===== src/rtl/bcc_pkg.sv =====
// Shared types and constants for the battery coulomb counter.
// Holds the measurement and result payload structs, register indexes and widths.
// No dependencies; every other file except bcc_stream_if imports this package.
`default_nettype none

package bcc_pkg;

	// Widths of configuration fields and of the soc division.
	localparam int CAP_W      = 13;
	localparam int SOC_W      = 10;
	localparam int DIVIDEND_W = 23;
	localparam int CFG_IDX_W  = 3;
	localparam int CFG_DATA_W = 16;

	// Register indexes on the write port.
	localparam logic [CFG_IDX_W-1:0] REG_CAPACITY     = 3'd0;
	localparam logic [CFG_IDX_W-1:0] REG_SOC_INTERNAL = 3'd1;
	localparam logic [CFG_IDX_W-1:0] REG_REST_CURRENT = 3'd2;
	localparam logic [CFG_IDX_W-1:0] REG_FULL_VOLTAGE = 3'd3;
	localparam logic [CFG_IDX_W-1:0] REG_EMPTY_VOLT   = 3'd4;
	localparam logic [CFG_IDX_W-1:0] REG_REST_DUR     = 3'd5;

	// Register reset values.
	localparam logic [CAP_W-1:0] CAPACITY_RST     = 13'd100;
	localparam logic [9:0]       REST_CURRENT_RST = 10'd1;
	localparam logic [13:0]      FULL_VOLTAGE_RST = 14'd5600;
	localparam logic [13:0]      EMPTY_VOLT_RST   = 14'd4600;
	localparam logic [15:0]      REST_DUR_RST     = 16'd60;

	// One tenth of an ampere hour in ampere milliseconds.
	localparam logic signed [31:0] ACC_STEP = 32'sd360000;
	localparam logic [SOC_W-1:0]   SOC_MAX  = 10'd1000;

	typedef struct packed {
		logic [15:0]        elapsed_ms;
		logic signed [15:0] current_a;
		logic [13:0]        voltage_cv;
		logic [9:0]         reported_soc;
		logic               reported_valid;
	} meas_t;

	typedef struct packed {
		logic [15:0]      charge_dah;
		logic [SOC_W-1:0] soc_permille;
		logic             is_full;
		logic             is_empty;
	} result_t;

endpackage

`default_nettype wire


===== src/rtl/bcc_stream_if.sv =====
// Valid/ready stream interface used by the coulomb counter channels.
// The payload type is a parameter; the types come from bcc_pkg.
`default_nettype none

interface bcc_stream_if #(
	parameter type payload_t = logic
) ();

	logic     valid;
	logic     ready;
	payload_t payload;

	modport source (output valid, output payload, input ready);
	modport sink (input valid, input payload, output ready);

endinterface

`default_nettype wire


===== src/rtl/bcc_div.sv =====
// Restoring divider, one quotient bit per cycle.
// Used for the state-of-charge ratio; depends on bcc_pkg for widths.
`default_nettype none

module bcc_div (
	input  wire logic                           clk,
	input  wire logic                           arst_n,
	input  wire logic                           start,
	input  wire logic [bcc_pkg::DIVIDEND_W-1:0] dividend,
	input  wire logic [bcc_pkg::CAP_W-1:0]      divisor,
	output logic                                done,
	output logic [bcc_pkg::DIVIDEND_W-1:0]      quotient
);
	import bcc_pkg::*;

	localparam int CNT_W = $clog2(DIVIDEND_W + 1);

	logic [CAP_W-1:0]      rem_q;
	logic [DIVIDEND_W-1:0] quo_q;
	logic [CNT_W-1:0]      cnt_q;
	logic                  busy_q;
	logic                  done_q;
	logic [CAP_W:0]        trial;
	logic                  fits;

	// Bring down the next dividend bit and try the subtraction.
	assign trial = {rem_q, quo_q[DIVIDEND_W-1]};
	assign fits  = trial >= {1'b0, divisor};

	// Control: count the quotient bits and flag the last one.
	always_ff @(posedge clk or negedge arst_n) begin
		if (!arst_n) begin
			busy_q <= 1'b0;
			done_q <= 1'b0;
			cnt_q  <= '0;
		end else begin
			done_q <= !start && busy_q && (cnt_q == CNT_W'(1));
			if (start) begin
				busy_q <= 1'b1;
				cnt_q  <= CNT_W'(DIVIDEND_W);
			end else if (busy_q) begin
				cnt_q <= cnt_q - 1'b1;
				if (cnt_q == CNT_W'(1))
					busy_q <= 1'b0;
			end
		end
	end

	// Datapath: the dividend shifts out as the quotient shifts in.
	always_ff @(posedge clk) begin
		if (start) begin
			rem_q <= '0;
			quo_q <= dividend;
		end else if (busy_q) begin
			rem_q <= fits ? CAP_W'(trial - {1'b0, divisor}) : trial[CAP_W-1:0];
			quo_q <= {quo_q[DIVIDEND_W-2:0], fits};
		end
	end

	assign done     = done_q;
	assign quotient = quo_q;

endmodule

`default_nettype wire


===== src/rtl/battery_coulomb_counter_top.sv =====
// Battery coulomb counter: sequencer, state registers and configuration.
// Depends on bcc_pkg, bcc_stream_if and the divider bcc_div.
//
// Usage:
//   meas carries one measurement per transaction (elapsed time, current,
//   voltage, reported soc). result carries one result per measurement:
//   charge in 0.1 Ah, soc in 0.1 %, and the full and empty flags.
//   Registers are written on wr_en with wr_index and wr_data; writes take effect
//   at once. The user must write only while no measurement is in flight (unchecked).
// Operation:
//   A measurement goes through multiply, accumulate, update and soc steps.
//   With internal soc and nonzero capacity the soc ratio then runs through
//   the divider at one quotient bit per cycle; otherwise the soc step goes
//   straight to the done state. meas.ready is high only between items, one
//   item is worked on at a time.
// Reset:
//   arst_n clears the accumulator, charge, rest timer and soc, and loads
//   the register defaults. No output is valid after reset.
// Stalls:
//   A finished result waits in the output register until taken. The next
//   measurement may be accepted meanwhile; its result waits for the slot.
`default_nettype none

module battery_coulomb_counter_top (
	input  wire logic                           clk,
	input  wire logic                           arst_n,
	bcc_stream_if.sink                          meas,
	bcc_stream_if.source                        result,
	input  wire logic                           wr_en,
	input  wire logic [bcc_pkg::CFG_IDX_W-1:0]  wr_index,
	input  wire logic [bcc_pkg::CFG_DATA_W-1:0] wr_data
);
	import bcc_pkg::*;

	localparam logic [2:0] S_IDLE = 3'd0;
	localparam logic [2:0] S_MUL  = 3'd1;
	localparam logic [2:0] S_ACC  = 3'd2;
	localparam logic [2:0] S_UPD  = 3'd3;
	localparam logic [2:0] S_SOC  = 3'd4;
	localparam logic [2:0] S_DIV  = 3'd5;
	localparam logic [2:0] S_DONE = 3'd6;

	// Configuration registers.
	logic [CAP_W-1:0] cap_q;
	logic             soc_int_q;
	logic [9:0]       rest_cur_q;
	logic [13:0]      full_v_q;
	logic [13:0]      empty_v_q;
	logic [15:0]      rest_dur_q;

	// Persistent state.
	logic signed [31:0] accum_q;
	logic [15:0]        charge_q;
	logic [31:0]        ms_q;
	logic [SOC_W-1:0]   soc_q;

	// Per-item working registers.
	logic [2:0]         state_q;
	meas_t              item_q;
	logic signed [33:0] prod_s1;
	logic [32:0]        ms_sum_q;
	logic [25:0]        rest_ms_q;
	logic signed [31:0] acc_sat_q;
	logic               full_q;
	logic               empty_q;
	result_t            res_q;
	logic               res_valid_q;

	logic                  accept;
	logic                  res_load;
	logic signed [33:0]    prod_c;
	logic signed [34:0]    acc_sum_c;
	logic signed [31:0]    acc_sat_c;
	logic [31:0]           ms_sat_c;
	logic [16:0]           cap_dah;
	logic signed [31:0]    acc_next;
	logic [15:0]           charge_next;
	logic                  discharging;
	logic                  div_start;
	logic                  div_done;
	logic [DIVIDEND_W-1:0] div_quo;
	logic [DIVIDEND_W-1:0] dividend;

	assign accept     = meas.valid && meas.ready;
	assign meas.ready = (state_q == S_IDLE);

	// The finished item moves into the output slot once the slot is free or being taken.
	assign res_load = (state_q == S_DONE) && (!res_valid_q || result.ready);

	// Configuration write port; unknown indexes are ignored.
	always_ff @(posedge clk or negedge arst_n) begin
		if (!arst_n) begin
			cap_q      <= CAPACITY_RST;
			soc_int_q  <= 1'b1;
			rest_cur_q <= REST_CURRENT_RST;
			full_v_q   <= FULL_VOLTAGE_RST;
			empty_v_q  <= EMPTY_VOLT_RST;
			rest_dur_q <= REST_DUR_RST;
		end else if (wr_en) begin
			case (wr_index)
				REG_CAPACITY:     cap_q      <= wr_data[CAP_W-1:0];
				REG_SOC_INTERNAL: soc_int_q  <= wr_data[0];
				REG_REST_CURRENT: rest_cur_q <= wr_data[9:0];
				REG_FULL_VOLTAGE: full_v_q   <= wr_data[13:0];
				REG_EMPTY_VOLT:   empty_v_q  <= wr_data[13:0];
				REG_REST_DUR:     rest_dur_q <= wr_data;
				default: ;
			endcase
		end
	end

	// Current times elapsed time; 16 by 17 signed fits in 34 bits.
	assign prod_c = $signed(item_q.current_a) * $signed({1'b0, item_q.elapsed_ms});

	// Accumulate and saturate to the signed 32-bit range.
	assign acc_sum_c = 35'(accum_q) + 35'(prod_s1);
	always_comb begin
		if (acc_sum_c[34:31] != {4{acc_sum_c[34]}})
			acc_sat_c = acc_sum_c[34] ? 32'sh8000_0000 : 32'sh7FFF_FFFF;
		else
			acc_sat_c = acc_sum_c[31:0];
	end

	assign ms_sat_c = ms_sum_q[32] ? '1 : ms_sum_q[31:0];
	assign cap_dah  = 17'(cap_q) * 17'd10;

	// Move at most one 0.1 Ah count, then apply the empty and full overrides.
	always_comb begin
		acc_next    = acc_sat_q;
		charge_next = charge_q;
		if (acc_sat_q > ACC_STEP) begin
			acc_next = acc_sat_q - ACC_STEP;
			if ({1'b0, charge_q} < cap_dah)
				charge_next = charge_q + 16'd1;
		end else if (acc_sat_q < -ACC_STEP) begin
			acc_next = acc_sat_q + ACC_STEP;
			if (charge_q != 16'd0)
				charge_next = charge_q - 16'd1;
		end
		if (empty_q)
			charge_next = '0;
		if (full_q)
			charge_next = cap_dah[15:0];
	end

	assign discharging = $signed({item_q.current_a[15], item_q.current_a}) <=
		-$signed({7'd0, rest_cur_q});

	assign dividend  = 23'(charge_q) * 23'd100;
	assign div_start = (state_q == S_SOC) && soc_int_q && (cap_q != '0);

	bcc_div u_div (
		.clk      (clk),
		.arst_n   (arst_n),
		.start    (div_start),
		.dividend (dividend),
		.divisor  (cap_q),
		.done     (div_done),
		.quotient (div_quo)
	);

	// Sequencer and state updates.
	always_ff @(posedge clk or negedge arst_n) begin
		if (!arst_n) begin
			state_q     <= S_IDLE;
			accum_q     <= '0;
			charge_q    <= '0;
			ms_q        <= '0;
			soc_q       <= '0;
			res_valid_q <= 1'b0;
		end else begin
			// Output slot: filled by the sequencer, emptied by a result transaction.
			if (res_load)
				res_valid_q <= 1'b1;
			else if (result.valid && result.ready)
				res_valid_q <= 1'b0;
			case (state_q)
				S_IDLE: begin
					if (accept)
						state_q <= S_MUL;
				end
				S_MUL: begin
					state_q <= S_ACC;
				end
				S_ACC: begin
					ms_q    <= ms_sat_c;
					state_q <= S_UPD;
				end
				S_UPD: begin
					accum_q  <= acc_next;
					charge_q <= charge_next;
					if (discharging)
						ms_q <= '0;
					state_q <= S_SOC;
				end
				S_SOC: begin
					if (soc_int_q) begin
						if (cap_q == '0) begin
							soc_q   <= '0;
							state_q <= S_DONE;
						end else begin
							state_q <= S_DIV;
						end
					end else begin
						if (item_q.reported_valid)
							soc_q <= (item_q.reported_soc > SOC_MAX) ?
								SOC_MAX : item_q.reported_soc;
						state_q <= S_DONE;
					end
				end
				S_DIV: begin
					if (div_done) begin
						soc_q   <= (div_quo > DIVIDEND_W'(SOC_MAX)) ?
							SOC_MAX : div_quo[SOC_W-1:0];
						state_q <= S_DONE;
					end
				end
				S_DONE: begin
					if (res_load)
						state_q <= S_IDLE;
				end
				default: state_q <= S_IDLE;
			endcase
		end
	end

	// Payload registers for the item in flight and the output slot.
	always_ff @(posedge clk) begin
		if (accept)
			item_q <= meas.payload;
		if (state_q == S_MUL) begin
			prod_s1   <= prod_c;
			ms_sum_q  <= {1'b0, ms_q} + 33'(item_q.elapsed_ms);
			rest_ms_q <= 26'(rest_dur_q) * 26'd1000;
		end
		if (state_q == S_ACC) begin
			acc_sat_q <= acc_sat_c;
			empty_q   <= (item_q.voltage_cv <= empty_v_q) &&
				(ms_sat_c > 32'(rest_ms_q));
			full_q    <= (item_q.voltage_cv >= full_v_q) &&
				(item_q.current_a < $signed({6'd0, rest_cur_q}));
		end
		if (res_load) begin
			res_q.charge_dah   <= charge_q;
			res_q.soc_permille <= soc_q;
			res_q.is_full      <= full_q;
			res_q.is_empty     <= empty_q;
		end
	end

	assign result.valid   = res_valid_q;
	assign result.payload = res_q;

endmodule

`default_nettype wire


===== src/flat_wrapper.sv =====
// flat-port wrapper written by rule: the top's interface ports become plain ports
module battery_coulomb_counter_top_flat import bcc_pkg::*;
  (clk, arst_n, wr_en, wr_index, wr_data, meas_valid, meas_payload, meas_ready, result_valid, result_payload, result_ready);
  bcc_stream_if #(.payload_t(meas_t)) meas_i ();
  bcc_stream_if #(.payload_t(result_t)) result_i ();
  input  wire logic clk;
  input  wire logic arst_n;
  input  wire logic wr_en;
  input  wire logic [bcc_pkg::CFG_IDX_W-1:0] wr_index;
  input  wire logic [bcc_pkg::CFG_DATA_W-1:0] wr_data;
  input wire logic [$bits(meas_i.valid)-1:0] meas_valid;
  input wire logic [$bits(meas_i.payload)-1:0] meas_payload;
  output wire logic [$bits(meas_i.ready)-1:0] meas_ready;
  output wire logic [$bits(result_i.valid)-1:0] result_valid;
  output wire logic [$bits(result_i.payload)-1:0] result_payload;
  input wire logic [$bits(result_i.ready)-1:0] result_ready;
  assign meas_i.valid = meas_valid;
  assign meas_i.payload = meas_payload;
  assign meas_ready = meas_i.ready;
  assign result_valid = result_i.valid;
  assign result_payload = result_i.payload;
  assign result_i.ready = result_ready;
  battery_coulomb_counter_top u_core (.clk(clk), .arst_n(arst_n), .meas(meas_i), .result(result_i), .wr_en(wr_en), .wr_index(wr_index), .wr_data(wr_data));
endmodule

===== config.mk =====
export PLATFORM = sky130hd
export DESIGN_NAME = battery_coulomb_counter_top_flat
export DESIGN_NICKNAME = d
export VERILOG_FILES = /design/src/rtl/bcc_pkg.sv /design/src/rtl/bcc_stream_if.sv /design/src/rtl/bcc_div.sv /design/src/rtl/battery_coulomb_counter_top.sv /design/src/flat_wrapper.sv
export SDC_FILE = /design/constraint.sdc
export NUM_CORES = 2
export LEC_CHECK = 0
export ABC_AREA = 1
export BUFFER_PORTS_ARGS = -buffer_cell sky130_fd_sc_hd__buf_2
export CORE_MARGIN = 2
export CORE_UTILIZATION = 25
export DETAILED_ROUTE_END_ITERATION = 7
export SLEW_MARGIN = 20
export SYNTH_ARGS = -nofsm -noshare
export SYNTH_HDL_FRONTEND = slang
export SYNTH_SLANG_ARGS = --single-unit

===== constraint.sdc =====
create_clock -name clk -period 7.8 [get_ports clk]
set_input_delay 0.39 -clock clk [delete_from_list [all_inputs] [get_ports clk]]
set_output_delay 0.39 -clock clk [all_outputs]
set_load 0.01 [all_outputs]

==> results.md <==
Drt:
- After detailed routing, the total wire length is between 100,000 and 150,000 um.
- The first-iteration detailed-routing DRC count is slightly below 2,000.
- Once detail routing completed, the nets flagged for antenna violations numbered 0.
- Dividing the detail-routed wire length by the instance count gives about 15 um.
- The routed via count divided by cell count is about 4.4.
- In the routed design, unresolved DRC markers number 0.
- Detailed routing inserted a total of around 30,000 vias.
- The first detailed-routing pass ran for 6 iterations.

Yosys:
- The share of synthesized area spent on multiplexers is less than 1%.
- The synthesized-area fraction occupied by adder cells is 28.4%.
- The synthesized-area fraction occupied by and/or/nand/nor cells is 20.1%.
- The xor-xnor portion of the synthesized cell area is 3.49%.
- Summing the areas of all compound-gate instances in the mapped netlist gives 8.05% of the synthesized area.
- The share of synthesized registers carrying an async set or reset is 40.9%.
- The count of cell types in the netlist is slightly above 60.
- Yosys mapped a number of flops with a built-in enable equal to 229.
- Yosys printed 0 warnings.
- Averaged over all synthesized cells, the footprint is 8.24 um^2.
- Counting every net in the synthesized netlist gives 5,346.
- After synthesis the cells add up to 37,600 um^2.
- The combinational family with the most area after synthesis is adder cells.
- The sequential-to-total area share from yosys stat is around 30%.
- Synthesis handed over a netlist of 4,570 instances.
- The post-synthesis register bit count is 413.
- For this run, the leading register cell type out of synthesis is sky130_fd_sc_hd__edfxtp_1.

Global route:
- The largest net degree at the start of global routing is 63.
- The wire length of the first global-routing pass is around 160,000 um.
- In the global route stage, overall resource usage came out at a little over an eighth.
- The number of antenna violations at the first check in global routing was 1.
- The number of global-route vias before repair is just under 30,000.
- The total congestion overflow is 0.

Die:
- The floorplan has about 140 rows.
- The vertical die dimension is roughly 390 um.
- Measured along the x axis, the die boundary spans roughly 400 um.
- The core outline area is about 150,000 um^2.
- The number of top-level pins is ~110.
- The area of the die is about 150,000 um^2.
- The initial standard-cell utilization of the core is roughly a quarter.

Placement:
- Once placement completed, the tool counted placed cells totaling ~6,600.
- The worst setup timing slack at the placement stage is ~1.7 ns.
- The number of buffers added on ports is 110.
- The total cell area at the placement stage is 40,400 um^2.
- The total half-perimeter wirelength after legalization and detailed placement is ~80,000 um.
- The congestion estimate from routability-driven global placement came to 0.910.

Timing:
- For this run, the top clock speed supported by timing is between 150 and 200 MHz.
- The number of endpoints failing setup at the final stage is 0.
- The worst path meets setup with ~1.6 ns of slack.
- The final critical-path share of the clock period is between 70% and 80%.
- Setup repair after global routing left no endpoint under its margin.
- The final clock skew is just under 0.05 ns.
- The final hold violation count is 0.
- The final-report max-slew violation count was 0.
- The final-layout setup total negative slack is 0 ns.
- The transition time of the tightest slew-check pin is between 1 and 1.5 ns.
- Measured against its own limit, the worst slew margin works out to 27.1%.
- The shortest period the worst path allows is between 6 and 7 ns.

Worst setup path:
- The maximum fanout count along the critical path is 18.
- Data arrives at the worst endpoint at 6.61 ns.
- The worst register-to-register path begins at u_core.item_q[28].
- The path depth of the worst reg2reg path is 19.
- The data required time at the worst endpoint is approximately 8 ns.
- Setup slack on the worst reg-to-reg path comes out at 1.56 ns.
- The end of the critical path is u_core.prod_s1[25].
- The reg-to-reg endpoint is u_core.prod_s1[25].
- The critical path startpoint is u_core.item_q[28].
- The worst setup path is launched from a flip-flop.
- The category of the worst setup path capture point is a flip-flop.
- By startpoint and endpoint, the worst setup path is classified as flip-flop to flip-flop.

Clocking:
- Clock-pin slew was measured on the worst setup and hold paths at ~0.070 ns.
- CTS placed an instance of sky130_fd_sc_hd__clkbuf_16 at the clock tree root.
- The setup fix buffers added after clock tree synthesis is 0.
- The post-cts repair resize count is 0.
- TritonCTS built the clock tree.
- The sink count of the clock tree is approximately 410.
- The number of buffers created by CTS is 51.
- The clock tree synthesis step divided the H-tree into 2 levels.
- The maximum buffer depth of the clock tree is 3.
- The clock reaches the later pin of the worst-skew pair after about 0.66 ns.

Layout:
- Leaving out fill and tap cells, the most frequent cell in the layout is sky130_fd_sc_hd__nand2_1.
- The top cell types in the final layout, fill and taps aside, are sky130_fd_sc_hd__nand2_1 (1,143), sky130_fd_sc_hd__inv_1 (815), sky130_fd_sc_hd__ha_1 (431).
- The number of inserted filler cells in the final layout is between 15,000 and 20,000.
- The final net count is between 5,000 and 6,000.
- The area growth from synthesis to layout is 13.6%.
- The share of post-route cells with drive strength above 1 is 6.43%.
- For this run, the number of standard cells in the final layout without fillers is between 6,000 and 7,000.
- The cell area after layout is approximately 43,000 um^2.

Run:
- The tool flagged a number of max-cap violations equal to 0.

Outcome:
- The run finished with clean final reports.

Worst hold path:
- The tightest min-delay check is of the input pin to flip-flop type.
logic make-up after synthesis:
kind of cell / after synthesis
muxes: 1
adders and majority gates: 695
and+or+nand+nor: 1819
AOI/OAI and AO/OA: 544
DFF: 413
xor gates and xnor gates: 150
buffers and inverters: 948
worst max-delay path: stages, from the launching register on:
cell and delay (ns):
sky130_fd_sc_hd__edfxtp_1 0.82, sky130_fd_sc_hd__nand2_1 0.20, sky130_fd_sc_hd__fa_1 0.60, sky130_fd_sc_hd__fa_1 0.44
sky130_fd_sc_hd__fa_1 0.49, sky130_fd_sc_hd__fa_1 0.50, sky130_fd_sc_hd__inv_1 0.06, sky130_fd_sc_hd__fa_1 0.53
sky130_fd_sc_hd__inv_1 0.06, sky130_fd_sc_hd__fa_1 0.54, sky130_fd_sc_hd__inv_1 0.05, sky130_fd_sc_hd__ha_1 0.34
sky130_fd_sc_hd__nand2_1 0.10, sky130_fd_sc_hd__nor2_1 0.17, sky130_fd_sc_hd__nand4_1 0.09, sky130_fd_sc_hd__o21ai_0 0.45
sky130_fd_sc_hd__a21oi_1 0.20, sky130_fd_sc_hd__nor2_1 0.13, sky130_fd_sc_hd__nor2_1 0.06, sky130_fd_sc_hd__xnor2_1 0.12
metal layers:
metal	vias up	global-route usage, %	part of all wire, %
met3	111	1.42	4.2
met2	640	22.1	46
met4	0	3.20	2.0
met5	-	0	0
li1	14900	-	-
met1	14300	18.4	47
synth_stat cells (18+ instances only):
cell / count / share of area (%)
sky130_fd_sc_hd__dfstp_2: 22 / 1.5
sky130_fd_sc_hd__clkbuf_1: 96 / 0.96
sky130_fd_sc_hd__nor4_1: 33 / 0.55
sky130_fd_sc_hd__nand2_1: 1144 / 11
sky130_fd_sc_hd__a21o_1: 21 / 0.42
sky130_fd_sc_hd__o21bai_1: 18 / 0.36
sky130_fd_sc_hd__nand4_1: 43 / 0.71
sky130_fd_sc_hd__ha_1: 431 / 14
sky130_fd_sc_hd__o21ai_0: 197 / 2.6
sky130_fd_sc_hd__a21oi_1: 216 / 2.9
sky130_fd_sc_hd__o22ai_1: 21 / 0.35
sky130_fd_sc_hd__or2_2: 39 / 0.65
sky130_fd_sc_hd__dfrtp_1: 147 / 9.8
sky130_fd_sc_hd__fa_1: 264 / 14
sky130_fd_sc_hd__edfxtp_1: 229 / 18
sky130_fd_sc_hd__nor2_1: 266 / 2.7
sky130_fd_sc_hd__nor3_1: 47 / 0.62
sky130_fd_sc_hd__inv_1: 816 / 8.1
sky130_fd_sc_hd__xnor2_1: 41 / 0.95
sky130_fd_sc_hd__nand3_1: 221 / 2.9
sky130_fd_sc_hd__xor2_1: 109 / 2.5
cell type report:
type,instances,area [um^2],area share [%]
Multi-Input combinational cell,3209,22600,52.9
Sequential cell,413,11400,26.7
Inverter,825,3100,7.24
Tap cell,2016,2520,5.90
Clock buffer,67,1430,3.34
Timing Repair Buffer,187,1280,3.00
Clock inverter,28,359,0.840
Antenna cell,1,2.50,0.00585
how the worst min path moves through the flow:
stage          cells past startpoint                end  slack [ns]             start
2_1_floorplan                      0  u_core.accum_q[0]        0.09            arst_n
3_3_place_gp                       1  u_core.accum_q[9]        0.43            arst_n
3_5_place_dp                       1  u_core.accum_q[9]        0.43            arst_n
4_1_cts                            1   u_core.item_q[0]        0.01   meas_payload[0]
5_1_grt                            1  u_core.item_q[40]        0.02  meas_payload[40]
6_report                           1  u_core.item_q[40]        0.03  meas_payload[40]
repair_timing:
item,in CTS,in global routing
hold endpoints to repair,117,0
endpoints found under the setup margin,0,0
hold buffers,58,0
flip-flops by register name (all words and copies together), names as in the netlist, 16 cells and up:
name                   count
u_core.item_q             57
u_core.accum_q            32
u_core.ms_sum_q           33
u_core.ms_q               32
u_core.rest_dur_q         16
u_core.u_div.quotient     23
u_core.prod_s1            33
u_core.rest_ms_q          23
u_core.acc_sat_q          32
u_core.charge_q           16
u_core.result.payload     28
through the flow:
step,utilization [%],hold slack (ns)
after global routing,28.6,0.0239
after detailed placement,27.0,0.430
after floorplan,-,0.0944
after global placement,27.0,0.427
final,28.6,0.0279
after CTS,28.6,0.0137
Power is left out: the tool's default activity adds up to more than one toggle a clock period on the data nets, which glitch-free logic cannot reach.
